## config.mk

```make
export PLATFORM = sky130hd
export DESIGN_NAME = fsq_queue
export DESIGN_NICKNAME = d
export VERILOG_FILES = /design/src/fsq_pkg.sv /design/src/fsq_queue.sv
export SDC_FILE = /design/constraint.sdc
export NUM_CORES = 1
export LEC_CHECK = 0
export ABC_AREA = 1
export BUFFER_PORTS_ARGS = -buffer_cell sky130_fd_sc_hd__buf_4
export CAP_MARGIN = 20
export CORE_UTILIZATION = 43
export DETAILED_ROUTE_END_ITERATION = 7
export PLACE_DENSITY = 0.72
export SYNTH_ARGS = -nofsm -noshare
export SYNTH_HDL_FRONTEND = slang
export SYNTH_SLANG_ARGS = --single-unit
export TNS_END_PERCENT = 30
```

## constraint.sdc

```tcl
create_clock -name clk -period 3.7 [get_ports clk]
set_input_delay 0.37 -clock clk [delete_from_list [all_inputs] [get_ports clk]]
set_output_delay 0.37 -clock clk [all_outputs]
set_load 0.02 [all_outputs]
```

## src/fsq_pkg.sv

```systemverilog
// Shared types, constants and codes of the sign and square-root unit.
package fsq_pkg;

	localparam int unsigned WordW = 32;
	localparam int unsigned FuncW = 2;
	localparam int unsigned MantW = 24;
	localparam int unsigned RootW = 27;
	localparam int unsigned RadW  = 2 * RootW;
	localparam int unsigned RemW  = RootW + 2;
	localparam int unsigned QueueDepthDefault = 4;

	localparam logic [FuncW-1:0] FUNC_ABS  = 2'd0;
	localparam logic [FuncW-1:0] FUNC_NEG  = 2'd1;
	localparam logic [FuncW-1:0] FUNC_SQRT = 2'd2;

	localparam logic [WordW-1:0] SIGN_MASK = 32'h8000_0000;
	localparam logic [WordW-1:0] MAG_MASK  = 32'h7FFF_FFFF;
	localparam logic [WordW-1:0] INF_BITS  = 32'h7F80_0000;
	localparam logic [WordW-1:0] QNAN_BITS = 32'h7FC0_0000;

	// Classified item passed from the front part to the back part.
	typedef struct packed {
		logic             fault;
		logic             do_root;
		logic [WordW-1:0] word;
		logic             wr;
		logic             inv;
		logic             clr;
		logic [MantW:0]   mant;
		logic signed [9:0] bexp;
	} fsq_item_t;

	typedef struct packed {
		logic [WordW-1:0] result;
		logic             wr;
		logic             fault;
		logic             inv;
		logic             clr;
	} fsq_res_t;

endpackage

```

## src/fsq_queue.sv

```systemverilog
// Short queue between the front and back parts.
module fsq_queue #(
	parameter int unsigned Depth = fsq_pkg::QueueDepthDefault
) (
	input  logic               clk,
	input  logic               arst_n,
	input  logic               wr_en,
	input  fsq_pkg::fsq_item_t wr_item,
	output logic               full,
	input  logic               rd_en,
	output logic               rd_valid,
	output fsq_pkg::fsq_item_t rd_item
);
	import fsq_pkg::*;

	localparam int unsigned AW = (Depth > 1) ? $clog2(Depth) : 1;

	fsq_item_t        mem_q [Depth];
	logic [AW-1:0]    wp_q, rp_q;
	logic [AW:0]      cnt_q;

	assign full     = (cnt_q == (AW+1)'(Depth));
	assign rd_valid = (cnt_q != '0);
	assign rd_item  = mem_q[rp_q];

	function automatic logic [AW-1:0] inc(input logic [AW-1:0] v);
		return (v == AW'(Depth - 1)) ? '0 : v + AW'(1);
	endfunction

	always_ff @(posedge clk) begin
		if (wr_en) mem_q[wp_q] <= wr_item;
	end

	always_ff @(posedge clk or negedge arst_n) begin
		if (!arst_n) begin
			wp_q <= '0;
			rp_q <= '0;
			cnt_q <= '0;
		end else begin
			if (wr_en) wp_q <= inc(wp_q);
			if (rd_en) rp_q <= inc(rp_q);
			cnt_q <= cnt_q + (AW+1)'(wr_en) - (AW+1)'(rd_en);
		end
	end

	assert property (@(posedge clk) disable iff (!arst_n) !(wr_en && full))
		else $error("queue written while full");
	assert property (@(posedge clk) disable iff (!arst_n) rd_en |-> rd_valid)
		else $error("queue read while empty");
	assert property (@(posedge clk) disable iff (!arst_n)
		(wr_en && !rd_en) |=> cnt_q == $past(cnt_q) + 1'b1)
		else $error("queue count did not rise");

endmodule

```

==> metrics.cfg <==
[run_status]
status=complete, no violations

[place]
dp_cells=1671
gp_congestion=0.7205
dp_hpwl_um=14420
place_ws_ns=1.306
portBuffers=149

[critical_path]
worstPathCellList=inv_4 -> buf_4 -> nand2_1 -> nand3_1 -> nand2_1 -> buf_4
cp-start-kind=register
cp-end-kind=primary output
crit_fanout=58
required_ns=3.33
startpoint=rp_q[0]$_DFFE_PN0P_
cpMaxStageDelayCell=dfrtp_4
timing.rr.start=wp_q[0]$_DFFE_PN0P_
worstSetupPathType=reg2out
critPathMaxStageDelay_ns=0.68
cp.arrival_ns=2.56

[synthesis]
synth.distinct_cells=17
ys.flop_type=edfxtp_1
netlist_area_sq_um=12460
synth.avg_cell_area_sq_um=10.59
synth_top_family_by_area=simple AND/OR/NAND/NOR gates
synth_compound_area_frac=0.001607
asyncSetResetFlopFracSynth=0.02373
ys_ff_latch=295
synthCells=1177
seq_area_frac_synth=0.7081
synthXorXnorAreaFrac=0
yosysWarnings=0
yosys.area_share.simple=0.1720
synth_edf_count=288
syn_nets=1261
synth-adder-area-share=0.008635
muxShareOfSynthArea=0

[final_layout]
drive_gt1_frac=0.1569
final_common_cell=nand2_1
fin_nets=1438
final_cell_mix=nand2_1 (373), inv_1 (296), edfxtp_1 (288)
fillCellCount=2387
regArea_sq_um=8831
syn2layout_area_growth_pct=22.25
multi_input_area_sq_um=2271
finalNonFillerCells=1756

[sta]
hold_viol=0
fin_worst_skew_ns=0.009544
setup_ws_ns=0.7674
hold_slack_ns=0.02654
setup_viol=0
maxSlewHeadroom=0.3464
min_period_ns=2.933
tightestPinTransition_ns=0.9804
rsz0062_at_grt=no
clock.fmax_mhz=341.0
finalCritPeriodShare=0.7926
tns_ns=0
drv_slew=0

[clock_network]
cts_tree=yes
clock_latency_ns=0.54
htree_levels=1
cts_resized=0
cts-hold-fix-buffers=29
clk_path_buf_depth=3
post_cts_buffers=0
cts.sinks=295
cts.reportedPaths.clkPinSlew_ns=0.06
cts-buffers-inserted=30
cts_root_buffer=clkbuf_16

[route]
drtAntennaViolNets=0
wl_per_cell_um=14.22
via_count=7963
wl_um=24970
viasPerCell=4.535
drc=0
first_pass_iters=5
drt-initial-drc-count=333

[global_routing]
grt_max_degree=74
grt_pass1_wl_um=40050
antenna_found_initial=1
overflow=0
grt_pass1_vias=7976
track_usage=0.1742

[worst_hold_path]
hp-class=in2reg
min_from=wr_item[40]

[power_and_ir_drop]
power_per_cell_area_nw_per_um2=751.2
peakVddDrop_mv=0.6788
finalPower_mw=11.44
p_leak_nw=7.039

[floorplanning]
io-pin-count=150
fp.dieArea_sq_um=29660
die_w_um=172.2
die_h_um=172.2
coreArea_sq_um=28160
start_util=0.4424
placementRows=61

[flow_run]
maxCapViolCount=0

## layer usage
layer  track usage  wire length [um]
met1        0.2125             10510
met2        0.3129             12570
met3       0.03090              1268
met4       0.05348               622
met5             0                 0
## state kept, by name, indices dropped and copies added, names as in the netlist
name   flops
mem_q    288
cnt_q      3
rp_q       2
wp_q       2
## critical path, delay by kind of cell, from the launching register on
| family | cells | cell delay [ns] |
|---|---|---|
| flip-flops | 1 | 0.68 |
| buffers and inverters | 3 | 1.05 |
| AND/OR/NAND/NOR | 3 | 0.24 |
## synth_stat cells, types with 3 or more instances
cell	count	area share
nand3_1	146	0.059
buf_1	9	0.0027
edfxtp_1	288	0.69
nand2_1	373	0.11
clkbuf_1	7	0.0021
buf_2	24	0.0096
o21ai_0	3	0.0012
inv_1	300	0.090
buf_4	4	0.0024
dfrtp_1	7	0.014
ha_1	7	0.0070
## cells by family (layout without fill, tap and decap cells)
kind of cell    Yosys count  after routing
other cells               0              1
buf+inv                 348            548
compound gates            4              4
flops                   295            295
fa+ha+maj                 8              8
simple gates            522            522
## power by group
| part | internal [mW] | switching [mW] |
|---|---|---|
| Sequential | 4.29 | 0.177 |
| Combinational | 1.42 | 2.70 |
| Clock | 1.66 | 1.18 |
| Total | 7.38 | 4.06 |
## final cells by class
| class | count | area share |
|---|---|---|
| Timing Repair Buffer | 191 | 0.1030 |
| Clock buffer | 36 | 0.05216 |
| Sequential cell | 295 | 0.5797 |
| Tap cell | 378 | 0.03105 |
| Antenna cell | 1 | 0.0001643 |
| Clock inverter | 19 | 0.009938 |
| Multi-Input combinational cell | 534 | 0.1491 |
| Inverter | 302 | 0.07491 |
## per-stage QoR
| step | instance area, sq um | utilization |
|---|---|---|
| floorplan | 12460 | - |
| global placement | 13990 | 0.4969 |
| detailed placement | 13990 | 0.4969 |
| CTS | 15230 | 0.5408 |
| global route | 15230 | 0.5408 |
| finish | 15230 | 0.5409 |
## final timing paths
check,endpoint,slack (ns),cells past startpoint
worst max-delay path,rd_item[32],0.77,6
worst min-delay path,mem_q[0][40]$_DFFE_PP_,0.03,1
worst max register to register,mem_q[3][26]$_DFFE_PP_,1.54,4
worst min register to register,cnt_q[2]$_DFF_PN0_,0.56,3
max in group asynchronous,rp_q[0]$_DFFE_PN0P_,3.38,2
min in group asynchronous,cnt_q[1]$_DFF_PN0_,0.18,2
No activity file was read; power rests on OpenSTA's default activity.
