File: src/fsq_pkg.sv
// Shared types, constants and codes of the sign and square-root unit.
package fsq_pkg;

	localparam int unsigned WordW = 32;
	localparam int unsigned FuncW = 2;
	localparam int unsigned MantW = 24;
	localparam int unsigned RootW = 27;
	localparam int unsigned RadW  = 2 * RootW;
	localparam int unsigned RemW  = RootW + 2;
	localparam int unsigned QueueDepthDefault = 4;

	localparam logic [FuncW-1:0] FUNC_ABS  = 2'd0;
	localparam logic [FuncW-1:0] FUNC_NEG  = 2'd1;
	localparam logic [FuncW-1:0] FUNC_SQRT = 2'd2;

	localparam logic [WordW-1:0] SIGN_MASK = 32'h8000_0000;
	localparam logic [WordW-1:0] MAG_MASK  = 32'h7FFF_FFFF;
	localparam logic [WordW-1:0] INF_BITS  = 32'h7F80_0000;
	localparam logic [WordW-1:0] QNAN_BITS = 32'h7FC0_0000;

	// Classified item passed from the front part to the back part.
	typedef struct packed {
		logic             fault;
		logic             do_root;
		logic [WordW-1:0] word;
		logic             wr;
		logic             inv;
		logic             clr;
		logic [MantW:0]   mant;
		logic signed [9:0] bexp;
	} fsq_item_t;

	typedef struct packed {
		logic [WordW-1:0] result;
		logic             wr;
		logic             fault;
		logic             inv;
		logic             clr;
	} fsq_res_t;

endpackage

File: src/fsq_back.sv
// Back part: pipelined restoring square root, one result bit per stage, then rounding.
module fsq_back (
	input  logic               clk,
	input  logic               arst_n,
	input  logic               in_valid,
	input  fsq_pkg::fsq_item_t in_item,
	output logic               out_valid,
	output fsq_pkg::fsq_res_t  out_res
);
	import fsq_pkg::*;

	// Radicand m << 28 holds 53 bits; the root has 27 bits.
	logic               v_s   [1:RootW];
	fsq_item_t          it_s  [1:RootW];
	logic [RadW-1:0]    rad_s [1:RootW];
	logic [RemW-1:0]    rem_s [1:RootW];
	logic [RootW-1:0]   root_s[1:RootW];

	for (genvar k = 0; k < RootW; k++) begin : g_stage
		logic             v_in;
		fsq_item_t        it_in;
		logic [RadW-1:0]  rad_in;
		logic [RemW-1:0]  rem_in;
		logic [RootW-1:0] root_in;
		logic [RemW-1:0]  trial, cand;
		logic             ok;
		if (k == 0) begin : g_first
			// The first stage takes its item straight from the queue.
			assign v_in    = in_valid;
			assign it_in   = in_item;
			assign rad_in  = RadW'({in_item.mant, 28'd0});
			assign rem_in  = '0;
			assign root_in = '0;
		end else begin : g_next
			assign v_in    = v_s[k];
			assign it_in   = it_s[k];
			assign rad_in  = rad_s[k];
			assign rem_in  = rem_s[k];
			assign root_in = root_s[k];
		end
		always_comb begin
			trial = {rem_in[RemW-3:0], rad_in[RadW-1 -: 2]};
			cand  = {root_in, 2'b01};
			ok    = (trial >= cand);
		end
		always_ff @(posedge clk or negedge arst_n) begin
			if (!arst_n) v_s[k+1] <= 1'b0;
			else v_s[k+1] <= v_in;
		end
		always_ff @(posedge clk) begin
			it_s[k+1]   <= it_in;
			rad_s[k+1]  <= rad_in << 2;
			rem_s[k+1]  <= ok ? trial - cand : trial;
			root_s[k+1] <= {root_in[RootW-2:0], ok};
		end
	end

	logic [RootW-1:0] r;
	logic             big, guard, sticky;
	logic [MantW:0]   q;
	logic signed [9:0] be;
	fsq_res_t         nxt;

	always_comb begin
		r   = root_s[RootW];
		big = r[26];
		if (big) begin
			q = {1'b0, r[26:3]};
			guard = r[2];
			sticky = (r[1:0] != '0) || (rem_s[RootW] != '0);
		end else begin
			q = {1'b0, r[25:2]};
			guard = r[1];
			sticky = r[0] || (rem_s[RootW] != '0);
		end
		be = it_s[RootW].bexp + (big ? 10'sd153 : 10'sd152);
		if (guard && (sticky || q[0])) q = q + 1'b1;
		if (q[MantW]) begin
			q = q >> 1;
			be = be + 10'sd1;
		end
		nxt.wr = it_s[RootW].wr;
		nxt.fault = it_s[RootW].fault;
		nxt.inv = it_s[RootW].inv;
		nxt.clr = it_s[RootW].clr;
		nxt.result = it_s[RootW].do_root ? {1'b0, be[7:0], q[22:0]} : it_s[RootW].word;
	end

	always_ff @(posedge clk or negedge arst_n) begin
		if (!arst_n) out_valid <= 1'b0;
		else out_valid <= v_s[RootW];
	end

	always_ff @(posedge clk) begin
		out_res <= nxt;
	end

endmodule

File: config.mk
export PLATFORM = sky130hd
export DESIGN_NAME = fsq_back
export DESIGN_NICKNAME = d
export VERILOG_FILES = /design/src/fsq_pkg.sv /design/src/fsq_back.sv
export SDC_FILE = /design/constraint.sdc
export NUM_CORES = 2
export LEC_CHECK = 0
export BUFFER_PORTS_ARGS = -buffer_cell sky130_fd_sc_hd__buf_2
export CAP_MARGIN = 20
export CORE_MARGIN = 10
export CORE_UTILIZATION = 46
export CTS_CLUSTER_SIZE = 10
export DETAILED_ROUTE_END_ITERATION = 6
export PLACE_DENSITY_LB_ADDON = 0.15
export SYNTH_ARGS = -nofsm -noshare
export SYNTH_HDL_FRONTEND = slang
export SYNTH_MEMORY_MAX_BITS = 65536
export SYNTH_SLANG_ARGS = --single-unit
File: constraint.sdc
create_clock -name clk -period 4.29 [get_ports clk]
set_input_delay 0 -clock clk [delete_from_list [all_inputs] [get_ports clk]]
set_output_delay 0 -clock clk [all_outputs]
set_load 0.01 [all_outputs]
==> results.txt <==
The library cell used most frequently in the layout, excluding fill and tap cells, is sky130_fd_sc_hd__dfxtp_1. The initial standard-cell utilization of the core is between 40% and 50%. In the finished design, the share of the clock period the worst path needs comes to between 80% and 90%. The pin count of the biggest net entering global routing came out at 59. The residual antenna-violating net count after detailed routing is 0.

In this run the tool buffered the top-level ports with 109 buffer cells. The design internal power is 42.40 mW. The leakage power is 41.25 nW. After floorplanning, the core was divided into 150 placement rows. The weighted congestion at the end of routability-driven global placement came out at 0.8511.

The max-capacitance violation count came out at 0. The maximum VDD drop came out at a little under 500 uV. The run finished with clean final reports.

The vias after detailed routing came out at 45,310. The CTS tree is yes. The fraction of final layout cells sized beyond drive strength 1 came out at slightly below 9%.

The minimum clock period is approximately 3.8 ns. The number of search-and-repair iterations in the first detailed-routing pass came out at 6. The routed wire length came out at 129,400 um. For this run the aggregate overflow at the end of global routing stands at 0.

The floorplan step defined a core boundary enclosing 0.1676 mm2. The number of cells upsized or downsized after cts came out at 0. The placed instance area came out at 0.08091 mm2.

The critical path's slowest cell is sky130_fd_sc_hd__a221oi_1. In this run the power spent charging and discharging nets is 13.87 mW. Setup repair after global routing left no endpoint under its margin. Yosys mapped a number of flops with a built-in enable equal to 0.

The critical path in this run is classified as register to register. The portion of synthesized cell area occupied by the leading cell type is 63.37%. The count of distinct cell types in the synthesized netlist is 92.

The critical-path maximum fanout came out at 5. The post-synth net total came out at 7,208. The portion of total power attributed to sequential cells came out at 49.2%. For this run, the leading register cell type out of synthesis is sky130_fd_sc_hd__dfxtp_1. The highest attainable clock frequency came out at 266.4 MHz. Clock-pin slew was measured on the worst setup and hold paths at 0.05 ns. The combinational share of power is between 10% and 20%. The repair_antennas step left the layout with diodes totalling 0. In the final routed layout, each cell accounts on average for 13.64 um. The arrival time of the worst setup path is 4.54 ns.

The CTS sink count is approximately 2,500. The library cell occupying the most area in the post-synthesis netlist is sky130_fd_sc_hd__dfxtp_1. The transition at the pin with the smallest max-transition slack came out at ~1 ns.

The number of DRC markers in iteration 0 is 1,935. Buffers added to address setup during post-CTS repair amount to 0. The post-synthesis sequential area ratio came out at 64.27%. The count of nets after finishing came out at 7,709. The cell count after synthesis came out at 6,737.

The net switching share of the total power came out at 24.65%. The overall global routing resource usage is roughly 14%. Relative to the synthesized area, the layout overhead comes to 16.35%. The number of global-route vias before repair came to 45,748. The number of antenna violations at the first check in global routing came out at 5. The critical path launch point type is a register.

The level count of the clock H-tree came out at 5. The class of the tightest hold or removal check is primary input to async pin. The clock network fraction of design power came out at 37.4%. After legalization and detailed placement, the total HPWL measured ~91,000 um. The horizontal die dimension is approximately 430 um. The number of fillers in the final layout came out at 14,223. The wire length of the first global-routing pass is 217,300 um. In this run, CTS created clock tree buffers numbering 302.

In this run the power density over the cells is 622.7 mW/mm2. The maximum clock insertion buffer count is 4. The count of buffer and inverter cells on the critical path is 0.

The library cells used most frequently in the layout, excluding fill and tap cells, are sky130_fd_sc_hd__dfxtp_1 (2,457), sky130_fd_sc_hd__inv_1 (506), sky130_fd_sc_hd__ha_1 (382), sky130_fd_sc_hd__nand2_1 (378), sky130_fd_sc_hd__nor2_1 (369). The share of flip-flops with an asynchronous set or reset came out at 1.126%. The post-route clock skew is 0.07070 ns. Traced cell by cell, the critical path runs through ha_1 -> fa_1 -> a211oi_1 -> o21ai_0 -> a221oi_1 -> o31ai_1 -> a41o_1 -> nor4_1 -> nor4_1 -> o21ai_0 -> a21oi_1 -> o41ai_1. The count of yosys warnings during synthesis is 0. The worst setup path is captured at a register. In this run the tightest slew margin relative to its limit is 33.25%.

The netlist area before placement is 0.07768 mm2. The count of final setup violators is 0. The hold violation count in the final report is 0. For this run, design rule violations remaining after detail routing come to 0. Grouping stages by cell kind, the critical path spends the most delay in compound AO/OA/AOI/OAI gates.

The synthesized design contains between 2,000 and 2,500 register bits. The average size of a mapped cell is 11.53 um2. The delay of the slowest cell on the worst path came out at 0.47 ns. The insertion delay to the later sink of the worst-skew pair is ~0.9 ns.

The total of hold buffers inserted after clock tree synthesis came out at between 100 and 150. The detailed-route vias per instance came out at 4.774. The finished cells cover between 0.09 and 0.1 mm2. The die covers 0.1857 mm2. The final max-slew violation count is 0. By area the synthesized netlist is led by sky130_fd_sc_hd__dfxtp_1 (63%), sky130_fd_sc_hd__ha_1 (6.2%), sky130_fd_sc_hd__xnor2_1 (3.4%), sky130_fd_sc_hd__xor2_1 (2.8%), sky130_fd_sc_hd__inv_1 (2.4%).

CTS placed an instance of sky130_fd_sc_hd__clkbuf_16 at the clock tree root. The number of top-level pins came out at around 110. The vertical die dimension came out at 430.9 um. STA puts the critical path data required time at 5.08 ns. After routing, the total negative slack on setup checks comes to 0 ns.
worst reg2reg max path, stage by stage (launching register included):
cell	delay, ns
sky130_fd_sc_hd__dfxtp_1	0.35
sky130_fd_sc_hd__ha_1	0.26
sky130_fd_sc_hd__fa_1	0.43
sky130_fd_sc_hd__a211oi_1	0.34
sky130_fd_sc_hd__o21ai_0	0.24
sky130_fd_sc_hd__a221oi_1	0.48
sky130_fd_sc_hd__o31ai_1	0.19
sky130_fd_sc_hd__a41o_1	0.30
sky130_fd_sc_hd__nor4_1	0.29
sky130_fd_sc_hd__nor4_1	0.12
sky130_fd_sc_hd__o21ai_0	0.27
sky130_fd_sc_hd__a21oi_1	0.07
sky130_fd_sc_hd__o41ai_1	0.34
per-stage QoR:
stage / total power, mW / std cells / hold WS (ns) / util [%] / worst slack (ns)
after floorplan: 33.54 / 6737 / -0.2956 / - / 0.5408
after global placement: 35.46 / 8993 / 0.02126 / 48.28 / 0.5839
after detailed placement: 35.61 / 8993 / 0.03173 / 48.28 / 0.5327
after CTS: 57.14 / 9490 / 0.05491 / 53.92 / 0.5530
after global routing: 59.25 / 9490 / 0.1099 / 53.92 / 0.2346
final: 56.28 / 9490 / 0.1393 / 53.92 / 0.5368
cell usage after synthesis, types with 8 or more instances:
| master | number |
|---|---|
| sky130_fd_sc_hd__or3_1 | 62 |
| sky130_fd_sc_hd__mux2i_1 | 18 |
| sky130_fd_sc_hd__a31o_2 | 9 |
| sky130_fd_sc_hd__a21boi_0 | 12 |
| sky130_fd_sc_hd__a21oi_1 | 359 |
| sky130_fd_sc_hd__inv_1 | 506 |
| sky130_fd_sc_hd__nand4_1 | 35 |
| sky130_fd_sc_hd__or2_2 | 21 |
| sky130_fd_sc_hd__nand2_1 | 378 |
| sky130_fd_sc_hd__o41ai_1 | 8 |
| sky130_fd_sc_hd__a31oi_1 | 29 |
| sky130_fd_sc_hd__nand3_1 | 90 |
| sky130_fd_sc_hd__ha_1 | 382 |
| sky130_fd_sc_hd__xnor2_1 | 298 |
| sky130_fd_sc_hd__o31ai_1 | 45 |
| sky130_fd_sc_hd__o21ai_0 | 299 |
| sky130_fd_sc_hd__o211ai_1 | 17 |
| sky130_fd_sc_hd__dfxtp_1 | 2459 |
| sky130_fd_sc_hd__buf_2 | 15 |
| sky130_fd_sc_hd__dfrtp_1 | 28 |
| sky130_fd_sc_hd__nor2b_1 | 51 |
| sky130_fd_sc_hd__fa_1 | 14 |
| sky130_fd_sc_hd__nor3_1 | 153 |
| sky130_fd_sc_hd__xor2_1 | 246 |
| sky130_fd_sc_hd__nand2b_1 | 59 |
| sky130_fd_sc_hd__clkbuf_1 | 67 |
| sky130_fd_sc_hd__nor4_1 | 70 |
| sky130_fd_sc_hd__o21bai_1 | 50 |
| sky130_fd_sc_hd__mux2_2 | 97 |
| sky130_fd_sc_hd__mux2_4 | 19 |
| sky130_fd_sc_hd__nor2_1 | 369 |
| sky130_fd_sc_hd__a211oi_1 | 28 |
| sky130_fd_sc_hd__o21a_1 | 63 |
| sky130_fd_sc_hd__nand3b_1 | 17 |
| sky130_fd_sc_hd__and3_1 | 31 |
| sky130_fd_sc_hd__a21o_1 | 125 |
| sky130_fd_sc_hd__a211o_1 | 15 |
| sky130_fd_sc_hd__nor3b_1 | 8 |
| sky130_fd_sc_hd__or4_1 | 22 |
| sky130_fd_sc_hd__and2_1 | 20 |
power groups by stage:
stage / clock [mW] / sequential [mW] / combinational, mW
global placement: 0 / 28.1 / 7.34
CTS: 21.8 / 27.7 / 7.61
floorplan: 0 / 27.6 / 5.97
global route: 22.8 / 28.0 / 8.53
finish: 21.0 / 27.7 / 7.56
detailed placement: 0 / 28.2 / 7.45
layer usage:
metal / GRT usage, % / routed length [um] / up-vias
met5: 0 / 0 / -
met4: 5.607 / 3934 / 0
met3: 3.007 / 5051 / 304
met2: 24.25 / 62700 / 668
met1: 16.34 / 57730 / 20740
li1: - / - / 23598
worst paths after layout:
check	to	slack, ns	depth (start not counted)	from
max in group asynchronous	g_stage[8].v_in$_DFF_PN0_	4.00	4	arst_n
worst max-delay path	rem_s[1][316]$_DFF_P_	0.54	12	rem_s[1][261]$_SDFF_PP0_
min in group clk	it_s[1][57]$_DFF_P_	0.23	3	in_item[57]
worst max register to register	rem_s[1][316]$_DFF_P_	0.54	12	rem_s[1][261]$_SDFF_PP0_
worst min-delay path	g_stage[14].v_in$_DFF_PN0_	0.14	4	arst_n
worst min register to register	it_s[8][19]$_DFF_P_	0.26	0	it_s[7][19]$_DFF_P_
cells by family (layout without fill, tap and decap cells):
kind of cell,Yosys count,after routing,share of synthesized area (%)
flops,2487,2487,64.27
compound gates,1155,1155,9.239
simple gates,1423,1423,8.896
buf+inv,597,1146,2.933
fa+ha+maj,396,396,6.514
other cells,1,1,0.004828
mux,134,134,2.005
xor+xnor,544,544,6.134
final cells by class:
cell class                 count  area, um2  area share, %
multi-input combinational   3653      25500          28.22
sequential                  2487      49930          55.25
inverter                     508       1907          2.110
clock inverter                13      172.7         0.1911
tap                         2204       2758          3.051
clock buffer                 339       7833          8.667
timing repair buffer         286       2272          2.514
registers in the layout, summed over array words and instances (netlist names):
signal / cells
g_stage.v_in: 26
rem_s: 674
out_res: 36
v_s: 1
it_s: 1398
out_valid: 1
root_s: 351
Note: power is estimated with default switching activity, not from simulation.
