## src/fsq_pkg.sv

```systemverilog
// Shared types, constants and codes of the sign and square-root unit.
package fsq_pkg;

	localparam int unsigned WordW = 32;
	localparam int unsigned FuncW = 2;
	localparam int unsigned MantW = 24;
	localparam int unsigned RootW = 27;
	localparam int unsigned RadW  = 2 * RootW;
	localparam int unsigned RemW  = RootW + 2;
	localparam int unsigned QueueDepthDefault = 4;

	localparam logic [FuncW-1:0] FUNC_ABS  = 2'd0;
	localparam logic [FuncW-1:0] FUNC_NEG  = 2'd1;
	localparam logic [FuncW-1:0] FUNC_SQRT = 2'd2;

	localparam logic [WordW-1:0] SIGN_MASK = 32'h8000_0000;
	localparam logic [WordW-1:0] MAG_MASK  = 32'h7FFF_FFFF;
	localparam logic [WordW-1:0] INF_BITS  = 32'h7F80_0000;
	localparam logic [WordW-1:0] QNAN_BITS = 32'h7FC0_0000;

	// Classified item passed from the front part to the back part.
	typedef struct packed {
		logic             fault;
		logic             do_root;
		logic [WordW-1:0] word;
		logic             wr;
		logic             inv;
		logic             clr;
		logic [MantW:0]   mant;
		logic signed [9:0] bexp;
	} fsq_item_t;

	typedef struct packed {
		logic [WordW-1:0] result;
		logic             wr;
		logic             fault;
		logic             inv;
		logic             clr;
	} fsq_res_t;

endpackage

```

## src/fsq_front.sv

```systemverilog
// Front part: takes instructions, classifies them and normalises the mantissa.
module fsq_front (
	input  logic                        clk,
	input  logic                        arst_n,
	input  logic                        in_valid,
	input  logic [fsq_pkg::FuncW-1:0]   func,
	input  logic [fsq_pkg::WordW-1:0]   operand,
	input  logic                        usable,
	output logic                        item_valid,
	output fsq_pkg::fsq_item_t          item
);
	import fsq_pkg::*;

	logic [22:0] frac;
	logic [7:0]  ex;
	logic [4:0]  lz;
	logic [MantW-1:0] norm;
	logic signed [9:0] e_n;
	logic signed [9:0] p;
	fsq_item_t   nxt;

	assign frac = operand[22:0];
	assign ex   = operand[30:23];

	// Leading-zero count for subnormal inputs.
	always_comb begin
		lz = 5'd0;
		for (int i = 0; i < 23; i++) begin
			if (frac[i]) lz = 5'(22 - i);
		end
	end

	always_comb begin
		nxt = '0;
		if (ex == 8'd0) begin
			norm = MantW'({1'b0, frac} << (lz + 5'd1));
			e_n  = 10'sd0 - $signed({5'd0, lz});
		end else begin
			norm = {1'b1, frac};
			e_n  = $signed({2'd0, ex});
		end
		p = e_n - 10'sd150;
		nxt.fault = !usable;
		if (usable) begin
			case (func)
				FUNC_ABS: begin
					nxt.word = operand & MAG_MASK;
					nxt.wr = 1'b1;
					nxt.clr = 1'b1;
				end
				FUNC_NEG: begin
					nxt.word = operand ^ SIGN_MASK;
					nxt.wr = 1'b1;
					nxt.clr = 1'b1;
				end
				FUNC_SQRT: begin
					nxt.wr = 1'b1;
					if ((operand & MAG_MASK) > INF_BITS) begin
						nxt.word = QNAN_BITS;
					end else if ((operand & MAG_MASK) == '0) begin
						nxt.word = operand & SIGN_MASK;
					end else begin
						nxt.inv = operand[31];
						if ((operand & MAG_MASK) == INF_BITS) begin
							nxt.word = INF_BITS;
						end else begin
							nxt.do_root = 1'b1;
							nxt.mant = p[0] ? {norm, 1'b0} : {1'b0, norm};
							// Halved even exponent plus the fixed bias terms.
							nxt.bexp = ((p[0] ? p - 10'sd1 : p) - 10'sd28) >>> 1;
						end
					end
				end
				default: nxt.wr = 1'b0;
			endcase
		end
	end

	always_ff @(posedge clk or negedge arst_n) begin
		if (!arst_n) begin
			item_valid <= 1'b0;
		end else begin
			item_valid <= in_valid;
		end
	end

	always_ff @(posedge clk) begin
		if (in_valid) item <= nxt;
	end

endmodule

```

## config.mk

```make
export PLATFORM = sky130hd
export DESIGN_NAME = fsq_front
export DESIGN_NICKNAME = d
export VERILOG_FILES = /design/src/fsq_pkg.sv /design/src/fsq_front.sv
export SDC_FILE = /design/constraint.sdc
export NUM_CORES = 1
export LEC_CHECK = 0
export BUFFER_PORTS_ARGS = -buffer_cell sky130_fd_sc_hd__buf_2
export CAP_MARGIN = 30
export CELL_PAD_IN_SITES_DETAIL_PLACEMENT = 1
export CELL_PAD_IN_SITES_GLOBAL_PLACEMENT = 2
export CORE_ASPECT_RATIO = 1.5
export CORE_MARGIN = 10
export CORE_UTILIZATION = 35
export DETAILED_ROUTE_END_ITERATION = 10
export GPL_ROUTABILITY_DRIVEN = 0
export PLACE_DENSITY = 0.82
export SLEW_MARGIN = 0
export SYNTH_ARGS = -nofsm -noshare
export SYNTH_HDL_FRONTEND = slang
export SYNTH_SLANG_ARGS = --single-unit
export TNS_END_PERCENT = 5
```

## constraint.sdc

```tcl
create_clock -name clk -period 0.8 [get_ports clk]
set_input_delay 0.04 -clock clk [delete_from_list [all_inputs] [get_ports clk]]
set_output_delay 0.04 -clock clk [all_outputs]
set_load 0.1 [all_outputs]
```

==> results of run 1 <==
-- state kept, by name, indices dropped and copies added, names as in the netlist --
signal,flops
item_valid,1
item,71
-- through the flow --
step | util | setup slack (ps) | hold slack [ps]
2_1_floorplan | - | -2440 | -256
3_3_place_gp | 0.562 | -2400 | -186
3_5_place_dp | 0.562 | -2660 | -184
4_1_cts | 0.620 | -2080 | 31.2
5_1_grt | 0.658 | -2510 | 16.4
6_report | 0.658 | -2350 | 13.0
-- final cells by class --
cell class                      count  area share
Inverter                           14     0.00789
Tap cell                          196      0.0258
Timing Repair Buffer              294       0.351
Multi-Input combinational cell    362       0.353
Clock buffer                        9      0.0237
Clock inverter                      7      0.0116
Sequential cell                    72       0.227
-- power groups by stage --
stage               Sequential, W  Combinational (W)  Clock [W]
floorplan                 0.00651            0.00148          0
global placement          0.00475            0.00570          0
detailed placement        0.00476            0.00584          0
CTS                       0.00469            0.00628    0.00473
global route              0.00471            0.00714    0.00487
finish                    0.00469            0.00697    0.00475
-- layer usage --
layer  GRT usage  part of all wire  wire length, um
met1       0.235              0.33             9380
met2       0.463              0.53            15200
met3      0.0522             0.061             1730
met4       0.160             0.075             2130
met5           0                 0                0
-- cells by family (layout without fill, tap and decap cells) --
kind of cell             count (synthesis)  after routing  synth area share
adder cells (fa/ha/maj)                  5              5            0.0122
buffers and inverters                   52            324            0.0439
multiplexers                            42             42             0.126
flip-flops                              72             72             0.422
AO/OA/AOI/OAI                          143            143             0.212
XOR/XNOR                                14             14            0.0272
AND/OR/NAND/NOR                        158            158             0.156
-- final timing paths --
kind / endpoint / cells after the start
min in group asynchronous: item_valid$_DFF_PN0_ / 3
hold / removal: item[40]$_SDFFCE_PN0P_ / 2
setup / recovery: item[6]$_SDFFCE_PP0P_ / 17
max in group asynchronous: item_valid$_DFF_PN0_ / 3
-- cell usage in the layout (no fill, tap or decap), types with 4 or more instances in the layout --
cell type | Yosys | routed
nand4_1 | 4 | 4
xnor2_2 | 0 | 9
a31oi_1 | 7 | 4
a21oi_1 | 21 | 14
mux2i_1 | 20 | 11
mux2i_4 | 0 | 6
clkbuf_16 | 0 | 9
edfxtp_1 | 71 | 71
nor2_1 | 51 | 39
nor2_2 | 0 | 9
a21o_1 | 13 | 13
and3_1 | 6 | 6
nand2_1 | 32 | 29
nand3_1 | 6 | 5
buf_6 | 2 | 31
buf_4 | 1 | 151
mux2i_2 | 1 | 4
a21oi_2 | 0 | 6
buf_2 | 8 | 22
nor3_1 | 15 | 12
o211ai_1 | 8 | 8
inv_1 | 12 | 8
mux4_2 | 12 | 16
and2_1 | 20 | 19
o211a_1 | 5 | 4
o21ai_0 | 12 | 7
o22ai_1 | 13 | 13
a211oi_1 | 12 | 11
buf_12 | 0 | 84
-- what timing repair did --
item,in CTS,in global routing
resized for setup,91,95
hold buffers,3,0
setup endpoints to repair,119,119
buffers inserted,8,15
hold endpoints to repair,2,0
pin swaps,25,36
==> impl_metrics.csv, run 1 <==
group,metric,value,unit
timing,post-route-period-util,3.93,
worst_setup_path,required,910,ps
yosys,synth_area,5110,um2
grt,grt_overflow,0,
cells_and_area,fin_nets,796,
die,die_width,119,um
route,ant_nets,0,
cells_and_area,diodes,0,
cells_and_area,multi_input_area,3360,um2
grt,track_usage,0.246,
placed_design,post-place-cells,912,
timing,period_minus_slack,3150,ps
cts,clock_tree.buffer_depth,2,
hold_path,hp-start,"operand[2]",
status,status,"finished, violations left",
power,combPwrFrac,0.425,
worst_setup_path,crit_path_top_delay_cell,"mux2i_1",
die,die-area,19900,um2
cts,cts_root_buffer,"clkbuf_16",
worst_setup_path,critPathCaptureType,"flip-flop",
flow_run,drv_cap,0,
power,p_sw_frac,0.375,
yosys,yosys_warnings,0,
power,p_total,0.0164,W
timing,fin_tns_setup,-85820,ps
power,seq_power_share,0.286,
worst_setup_path,cp-start-kind,"primary input",
cts,clkTransAtPathRegs,60,ps
cells_and_area,final_cells,954,
grt,grt_pass1_vias,6245,
yosys,synth_edf_count,71,
yosys,yosys.cell_types.count,71,
die,num_rows,54,
placed_design,dp_hpwl,17.1,mm
status,violations,"negative setup slack",
placed_design,placed_area,8130,um2
worst_setup_path,crit_start,"operand[13]",
worst_setup_path,worst-path-buf-inv,3,
cts,numCtsBuffers,9,
route,wire_per_inst,29.8,um
power,internal_power,0.0103,W
route,drt-initial-drc-count,552,
placed_design,port_buffers,110,
cts,h-tree-depth,3,
die,core-area,14500,um2
route,vias,5963,
grt,grt_max_degree,45,
worst_setup_path,path_delay_family,"compound AO/OA/AOI/OAI gates",
yosys,synth_top_area_frac,0.417,
route,wl,28.4,mm
cells_and_area,seq_area,2160,um2
power,power.leakage,3.89,nW
yosys,synth_fp_nets,529,
cells_and_area,fillers,1459,
worst_setup_path,crit_path_frequent_cell,"nor2_1",
worst_setup_path,crit_type,"in -> reg",
timing,worst_pin_slew,431,ps
grt,antenna_found_initial,0,
die,chipHeight,168,um
yosys,synth_cells,486,
yosys,yosysMostFrequentCell,"edfxtp_1",
cts,numClockSinks,72,
timing,slew_viol_final,0,
route,dr.pass1.iters,5,
yosys,ys_ff_latch,72,
power,vdd_ir_drop_max,1050,uV
worst_setup_path,path_cells,"buf_2, nor2_1, o31ai_2, a211oi_2, nand2_2, ha_4, a41o_1, o21ai_2, a211oi_2, buf_4, buf_4, nor2_1, a2bb2oi_2, mux2i_1, a311oi_2, xnor2_1, nor2_1",
yosys,synth_top_cells_by_area,"edfxtp_1 (42%), mux4_2 (5.3%), mux2i_1 (3.9%), nor2_1 (3.7%), and2_1 (2.4%)",
worst_setup_path,crit_arrival,3250,ps
die,io_pins,111,
cells_and_area,area_growth,86.3,%
timing,fin_ws,-2350,ps
cts,cts_tree,"done",
timing,setup_viol,111,
yosys,synthFlopType,"edfxtp_1",
timing,slew_headroom,0.710,
hold_path,min_path_type,"in -> reg",
timing,rsz0062_at_grt,"yes",
worst_setup_path,cpPeakStageDelay,420,ps
power,power.density,1730,nW/um2
timing,hold_violations,0,
yosys,synth-seq-area-share,0.422,
power,clockPowerShare,0.289,
cells_and_area,drive_gt1_frac,0.575,
route,drc_errors,0,
die,start_util,0.353,
grt,grt_pass1_wl,38.1,mm
cells_and_area,fin_area,9510,um2
yosys,synthTopCellsByCount,"edfxtp_1 (71), nor2_1 (51), nand2_1 (32), clkbuf_1 (25), a21oi_1 (21)",
yosys,avgSynthCellArea,10.5,um2
yosys,async_reset_ff_frac,0.0139,
yosys,yosysTopAreaCell,"edfxtp_1",
timing,fmax,318,MHz
route,routed_via_density,6.25,
power,p_switching,0.00616,W
worst_setup_path,crit_fanout,5,
Power figures use the tool's default switching activity.
==> inputs of run 2 (changes only) <==
--- a/config.mk
+++ b/config.mk
@@ -14,7 +14,7 @@
 export CORE_UTILIZATION = 35
 export DETAILED_ROUTE_END_ITERATION = 10
 export GPL_ROUTABILITY_DRIVEN = 0
-export PLACE_DENSITY = 0.82
+export PLACE_DENSITY_LB_ADDON = 0.1
 export SLEW_MARGIN = 0
 export SYNTH_ARGS = -nofsm -noshare
 export SYNTH_HDL_FRONTEND = slang
==> impl_metrics.csv, run 2 (synthesized netlist as in run 1, its figures left out) <==
group,metric,value,unit
timing,fin_ws,-2250,ps
grt,grt_pass1_vias,6299,
power,seq_power_share,0.293,
cells_and_area,most-common-layout-cells,"buf_4 (161), buf_12 (80), edfxtp_1 (71)",
timing,post-route-period-util,3.81,
placed_design,port_buffers,110,
worst_setup_path,crit_path_top_delay_cell,"o21ai_0",
cts,h-tree-depth,3,
cells_and_area,fin_nets,811,
route,drc_errors,0,
grt,grt_max_degree,42,
power,vdd_ir_drop_max,1130,uV
route,routed_via_density,5.96,
cells_and_area,fin_area,9570,um2
route,wire_per_inst,27.9,um
worst_setup_path,cp-start-kind,"primary input",
timing,slew_headroom,0.515,
die,num_rows,54,
timing,fmax,328,MHz
worst_setup_path,required,900,ps
placed_design,dp_hpwl,16.9,mm
placed_design,placed_area,8180,um2
die,die-area,19900,um2
die,io_pins,111,
route,vias,5780,
status,violations,"negative hold slack, negative setup slack",
worst_setup_path,crit_type,"in -> reg",
power,internal_power,0.00976,W
worst_setup_path,crit_arrival,3140,ps
cells_and_area,reg.largest.list,"item (71), item_valid (1)",
power,p_switching,0.00623,W
cells_and_area,area_growth,87.4,%
cts,clock_tree.buffer_depth,2,
cts,cts_tree,"done",
cells_and_area,fin_util,0.662,
worst_setup_path,path_cells,"buf_2, nor2_4, o311ai_2, buf_4, a21o_1, nand2_2, buf_4, buf_4, inv_1, ha_2, xnor2_2, buf_4, buf_4, o21ai_0, o2111a_1, o21bai_1, a21oi_1",
hold_path,min_path_type,"in -> reg",
cts,cts_root_buffer,"clkbuf_16",
hold_path,hold_depth,2,
power,power.leakage,3.93,nW
placed_design,post-place-cells,919,
cells_and_area,drive_gt1_frac,0.596,
hold_path,min_to,"item[54]$_SDFFCE_PN0P_",
cells_and_area,seq_area,2160,um2
cts,clkTransAtPathRegs,70,ps
grt,grt_overflow,0,
cells_and_area,layout_commonest_cell,"buf_4",
grt,grt_pass1_wl,37.0,mm
die,start_util,0.353,
die,die_width,119,um
timing,rsz0062_at_grt,"yes",
grt,antenna_found_initial,1,
timing,setup_viol,111,
route,dr.pass1.iters,5,
worst_setup_path,crit_path_frequent_cell,"buf_4",
die,chipHeight,168,um
power,p_sw_frac,0.389,
power,combPwrFrac,0.442,
cts,numCtsBuffers,9,
flow_run,drv_cap,0,
power,power.density,1670,nW/um2
route,wl,27.0,mm
die,core-area,14500,um2
cells_and_area,top_register,"item",
cells_and_area,largest_reg_flops,71,
cells_and_area,multi_input_area,3350,um2
grt,track_usage,0.236,
status,status,"finished, violations left",
timing,worst_pin_slew,720,ps
cts,numClockSinks,72,
power,clockPowerShare,0.265,
cells_and_area,fillers,1495,
route,drt-initial-drc-count,420,
timing,slew_viol_final,0,
timing,hold_violations,2,
hold_path,hp-start,"operand[16]",
route,ant_nets,0,
cells_and_area,final_cells,970,
worst_setup_path,cpPeakStageDelay,580,ps
worst_setup_path,critPathCaptureType,"flip-flop",
timing,period_minus_slack,3050,ps
timing,whs,-25.1,ps
worst_setup_path,crit_fanout,7,
## run 2: cell types whose count changed in the layout (fill, tap and decap cells not counted), sizes merged
cell / delta
diode: +1
dlygate4sd3: -1
clkbuf: -1
bufinv: -2
buf: +17
clkinv: -1
inv: +2
clkinvlp: +1
## run 2: worst max-delay path: cells and delay by family
kind	cells	cell delay [ps]
compound gates	6	1460
fa+ha+maj	1	250
simple gates	2	280
buf+inv	7	940
xor+xnor	1	160
## run 2: power by group through the flow
stage	registers [W]	clock network, W	logic, W
global placement	0.00474	0	0.00577
global route	0.00471	0.00435	0.00728
finish	0.00469	0.00423	0.00707
CTS	0.00469	0.00422	0.00648
detailed placement	0.00476	0	0.00587
floorplan	0.00651	0	0.00148
## run 2: worst max-delay path by stage
| stage | start | endpoint | slack [ps] | depth (start not counted) |
|---|---|---|---|---|
| after floorplan | operand[11] | item[6]$_SDFFCE_PP0P_ | -2440 | 15 |
| final | operand[8] | item[33]$_SDFFCE_PP0P_ | -2250 | 17 |
| after CTS | operand[9] | item[6]$_SDFFCE_PP0P_ | -2180 | 14 |
| after global placement | operand[11] | item[7]$_SDFFCE_PP0P_ | -2450 | 14 |
| after global routing | operand[16] | item[6]$_SDFFCE_PP0P_ | -2330 | 16 |
| after detailed placement | operand[11] | item[6]$_SDFFCE_PP0P_ | -2590 | 15 |
## run 2: layout make-up
type                    instances  share of cell area
flip-flops and latches         72               0.225
clock buffers                   9              0.0235
well taps                     196              0.0256
diodes                          1            0.000262
inverters                      14             0.00758
repair buffers                309               0.360
clock inverters                 7             0.00745
multi-input cells             362               0.350
## run 2: metrics by stage
step	total power [W]	setup TNS (ps)	hold WS (ps)	setup slack (ps)
6_report	0.0160	-84350	-25.1	-2250
3_5_place_dp	0.0106	-92450	-182	-2590
4_1_cts	0.0154	-78230	21.1	-2180
2_1_floorplan	0.00799	-90250	-256	-2440
5_1_grt	0.0163	-89470	-19.6	-2330
3_3_place_gp	0.0105	-88150	-184	-2450
## run 2: what timing repair did
action                                 in CTS  in global routing
cloned                                      1                  0
buffers inserted                           20                 13
pin swaps                                  45                 36
endpoints found under the hold margin       2                  0
setup endpoints to repair                 119                120
gates resized for setup                   121                 70
hold buffers                                2                  0
## run 2: per-layer routing
layer  global-route usage  vias to the layer above  wire, um
li1                     -                     2453         -
met1                0.225                     2890      8900
met2                0.450                      316     14700
met3               0.0412                      121      1520
met4                0.150                        0      1880
met5                    0                        -         0
==> inputs of run 3 (changes only) <==
--- a/config.mk
+++ b/config.mk
@@ -5,7 +5,7 @@
 export SDC_FILE = /design/constraint.sdc
 export NUM_CORES = 1
 export LEC_CHECK = 0
-export BUFFER_PORTS_ARGS = -buffer_cell sky130_fd_sc_hd__buf_2
+export BUFFER_PORTS_ARGS = -buffer_cell sky130_fd_sc_hd__buf_4
 export CAP_MARGIN = 30
 export CELL_PAD_IN_SITES_DETAIL_PLACEMENT = 1
 export CELL_PAD_IN_SITES_GLOBAL_PLACEMENT = 2
==> impl_metrics.csv, run 3 (synthesized netlist as in run 1, its figures left out) <==
group,metric,value,unit
worst_setup_path,required,900,ps
flow_run,drv_cap,0,
worst_setup_path,crit_fanout,5,
worst_setup_path,crit_arrival,3080,ps
power,internal_power,0.00976,W
cells_and_area,reg.largest.list,"item (71), item_valid (1)",
cells_and_area,area_growth,72.3,%
status,status,"finished, violations left",
grt,antenna_found_initial,0,
power,clockPowerShare,0.310,
route,vias,5325,
placed_design,port_buffers,110,
hold_path,hold_depth,2,
cells_and_area,diodes,0,
cts,h-tree-depth,3,
worst_setup_path,crit_type,"in -> reg",
timing,worst_pin_slew,388,ps
cells_and_area,fin_nets,798,
grt,track_usage,0.213,
timing,fmax,335,MHz
timing,rsz0062_at_grt,"yes",
cts,cts_root_buffer,"clkbuf_16",
status,violations,"negative setup slack",
power,power.leakage,3.62,nW
worst_setup_path,crit_path_frequent_cell,"mux2i_2",
die,start_util,0.353,
die,die_width,119,um
power,p_sw_frac,0.372,
timing,period_minus_slack,2980,ps
worst_setup_path,cpPeakStageDelay,390,ps
worst_setup_path,cp-start-kind,"primary input",
grt,grt_pass1_vias,5946,
cts,cts_tree,"done",
power,seq_power_share,0.294,
die,io_pins,111,
cts,clkTransAtPathRegs,60,ps
die,chipHeight,168,um
power,p_total,0.0155,W
route,routed_via_density,5.57,
die,die-area,19900,um2
cells_and_area,drive_gt1_frac,0.583,
power,combPwrFrac,0.396,
cells_and_area,top_register,"item",
cts,clock_tree.buffer_depth,2,
worst_setup_path,crit_path_top_delay_cell,"or3_4",
route,drc_errors,0,
die,core-area,14500,um2
grt,grt_overflow,0,
placed_design,dp_hpwl,16.3,mm
route,wire_per_inst,23.1,um
timing,slew_viol_final,0,
power,vdd_ir_drop_max,1070,uV
timing,setup_viol,111,
cells_and_area,largest_reg_flops,71,
grt,grt_pass1_wl,33.7,mm
cts,numCtsBuffers,9,
route,drt-initial-drc-count,270,
cells_and_area,most-common-layout-cells,"buf_4 (185), buf_6 (103), edfxtp_1 (71)",
worst_setup_path,path_cells,"buf_6, or3_4, o211a_4, o21ai_4, ha_4, inv_2, a211oi_2, mux2i_2, nand4_1, a2111oi_4, xnor2_2, mux2i_2, xnor2_1, nor2_1",
power,power.density,1760,nW/um2
grt,grt_max_degree,42,
route,wl,22.1,mm
route,dr.pass1.iters,4,
hold_path,min_path_type,"in -> reg",
cts,numClockSinks,72,
worst_setup_path,critPathCaptureType,"flip-flop",
timing,fin_ws,-2180,ps
route,ant_nets,0,
timing,slew_headroom,0.739,
die,num_rows,54,
power,p_switching,0.00578,W
timing,hold_violations,0,
cells_and_area,layout_commonest_cell,"buf_4",
timing,post-route-period-util,3.73,
timing,whs,4.53,ps
[run 3: cell count changes in the layout (fill, tap and decap cells not counted), moves of 5 or more]
cell     previous run  this run
buf_12             80         6
buf_2              26         0
buf_4             161       185
buf_6              33       103
buf_8               6         1
mux2i_1             7        12
[run 3: timing repair]
item / in CTS / in global routing
buffers inserted: 8 / 9
cloned: 0 / 0
gates resized for setup: 167 / 59
hold buffers: 1 / 0
hold endpoints to repair: 1 / 0
pin swaps: 27 / 21
setup endpoints to repair: 119 / 119
[run 3: power groups by stage]
stage	Clock [W]	Sequential [W]	Combinational (W)
4_1_cts	0.00492	0.00457	0.00583
5_1_grt	0.00504	0.00459	0.00639
2_1_floorplan	0	0.00651	0.00148
6_report	0.00481	0.00456	0.00616
3_3_place_gp	0	0.00458	0.00521
3_5_place_dp	0	0.00459	0.00529
[run 3: through the flow]
step	TNS, ps	instance area [um2]	setup slack [ps]	instances	utilization
after global routing	-85280	8800	-2260	956	0.609
after floorplan	-90250	5170	-2440	486	-
after detailed placement	-92500	7370	-2610	922	0.510
final	-79850	8800	-2180	956	0.609
after global placement	-90810	7370	-2500	922	0.510
after CTS	-77450	8480	-2130	947	0.587
[run 3: layer usage]
layer,track usage,part of all wire
met5,0,0
met4,0.111,0.052
met3,0.0412,0.043
met2,0.402,0.55
met1,0.216,0.35
[run 3: critical path: cells and delay by family]
| kind | cells | cell delay (ps) |
|---|---|---|
| AOI/OAI and AO/OA | 4 | 1030 |
| xor gates and xnor gates | 2 | 320 |
| adders and majority gates | 1 | 180 |
| buffers and inverters | 2 | 140 |
| muxes | 2 | 710 |
| and+or+nand+nor | 3 | 650 |
[run 3: final cells by class]
class	count	area, um2
Clock buffer	9	225
Clock inverter	7	120
Fill cell	1578	5660
Inverter	14	62.6
Multi-Input combinational cell	362	3300
Sequential cell	72	2160
Tap cell	196	245
Timing Repair Buffer	296	2690
[run 3: path summary, 6_finish.rpt]
path / from / endpoint / slack, ps
max: operand[11] / item[6]$_SDFFCE_PP0P_ / -2180
max in group asynchronous: arst_n / item_valid$_DFF_PN0_ / 680
min: operand[2] / item[40]$_SDFFCE_PN0P_ / 5
min in group asynchronous: arst_n / item_valid$_DFF_PN0_ / 40
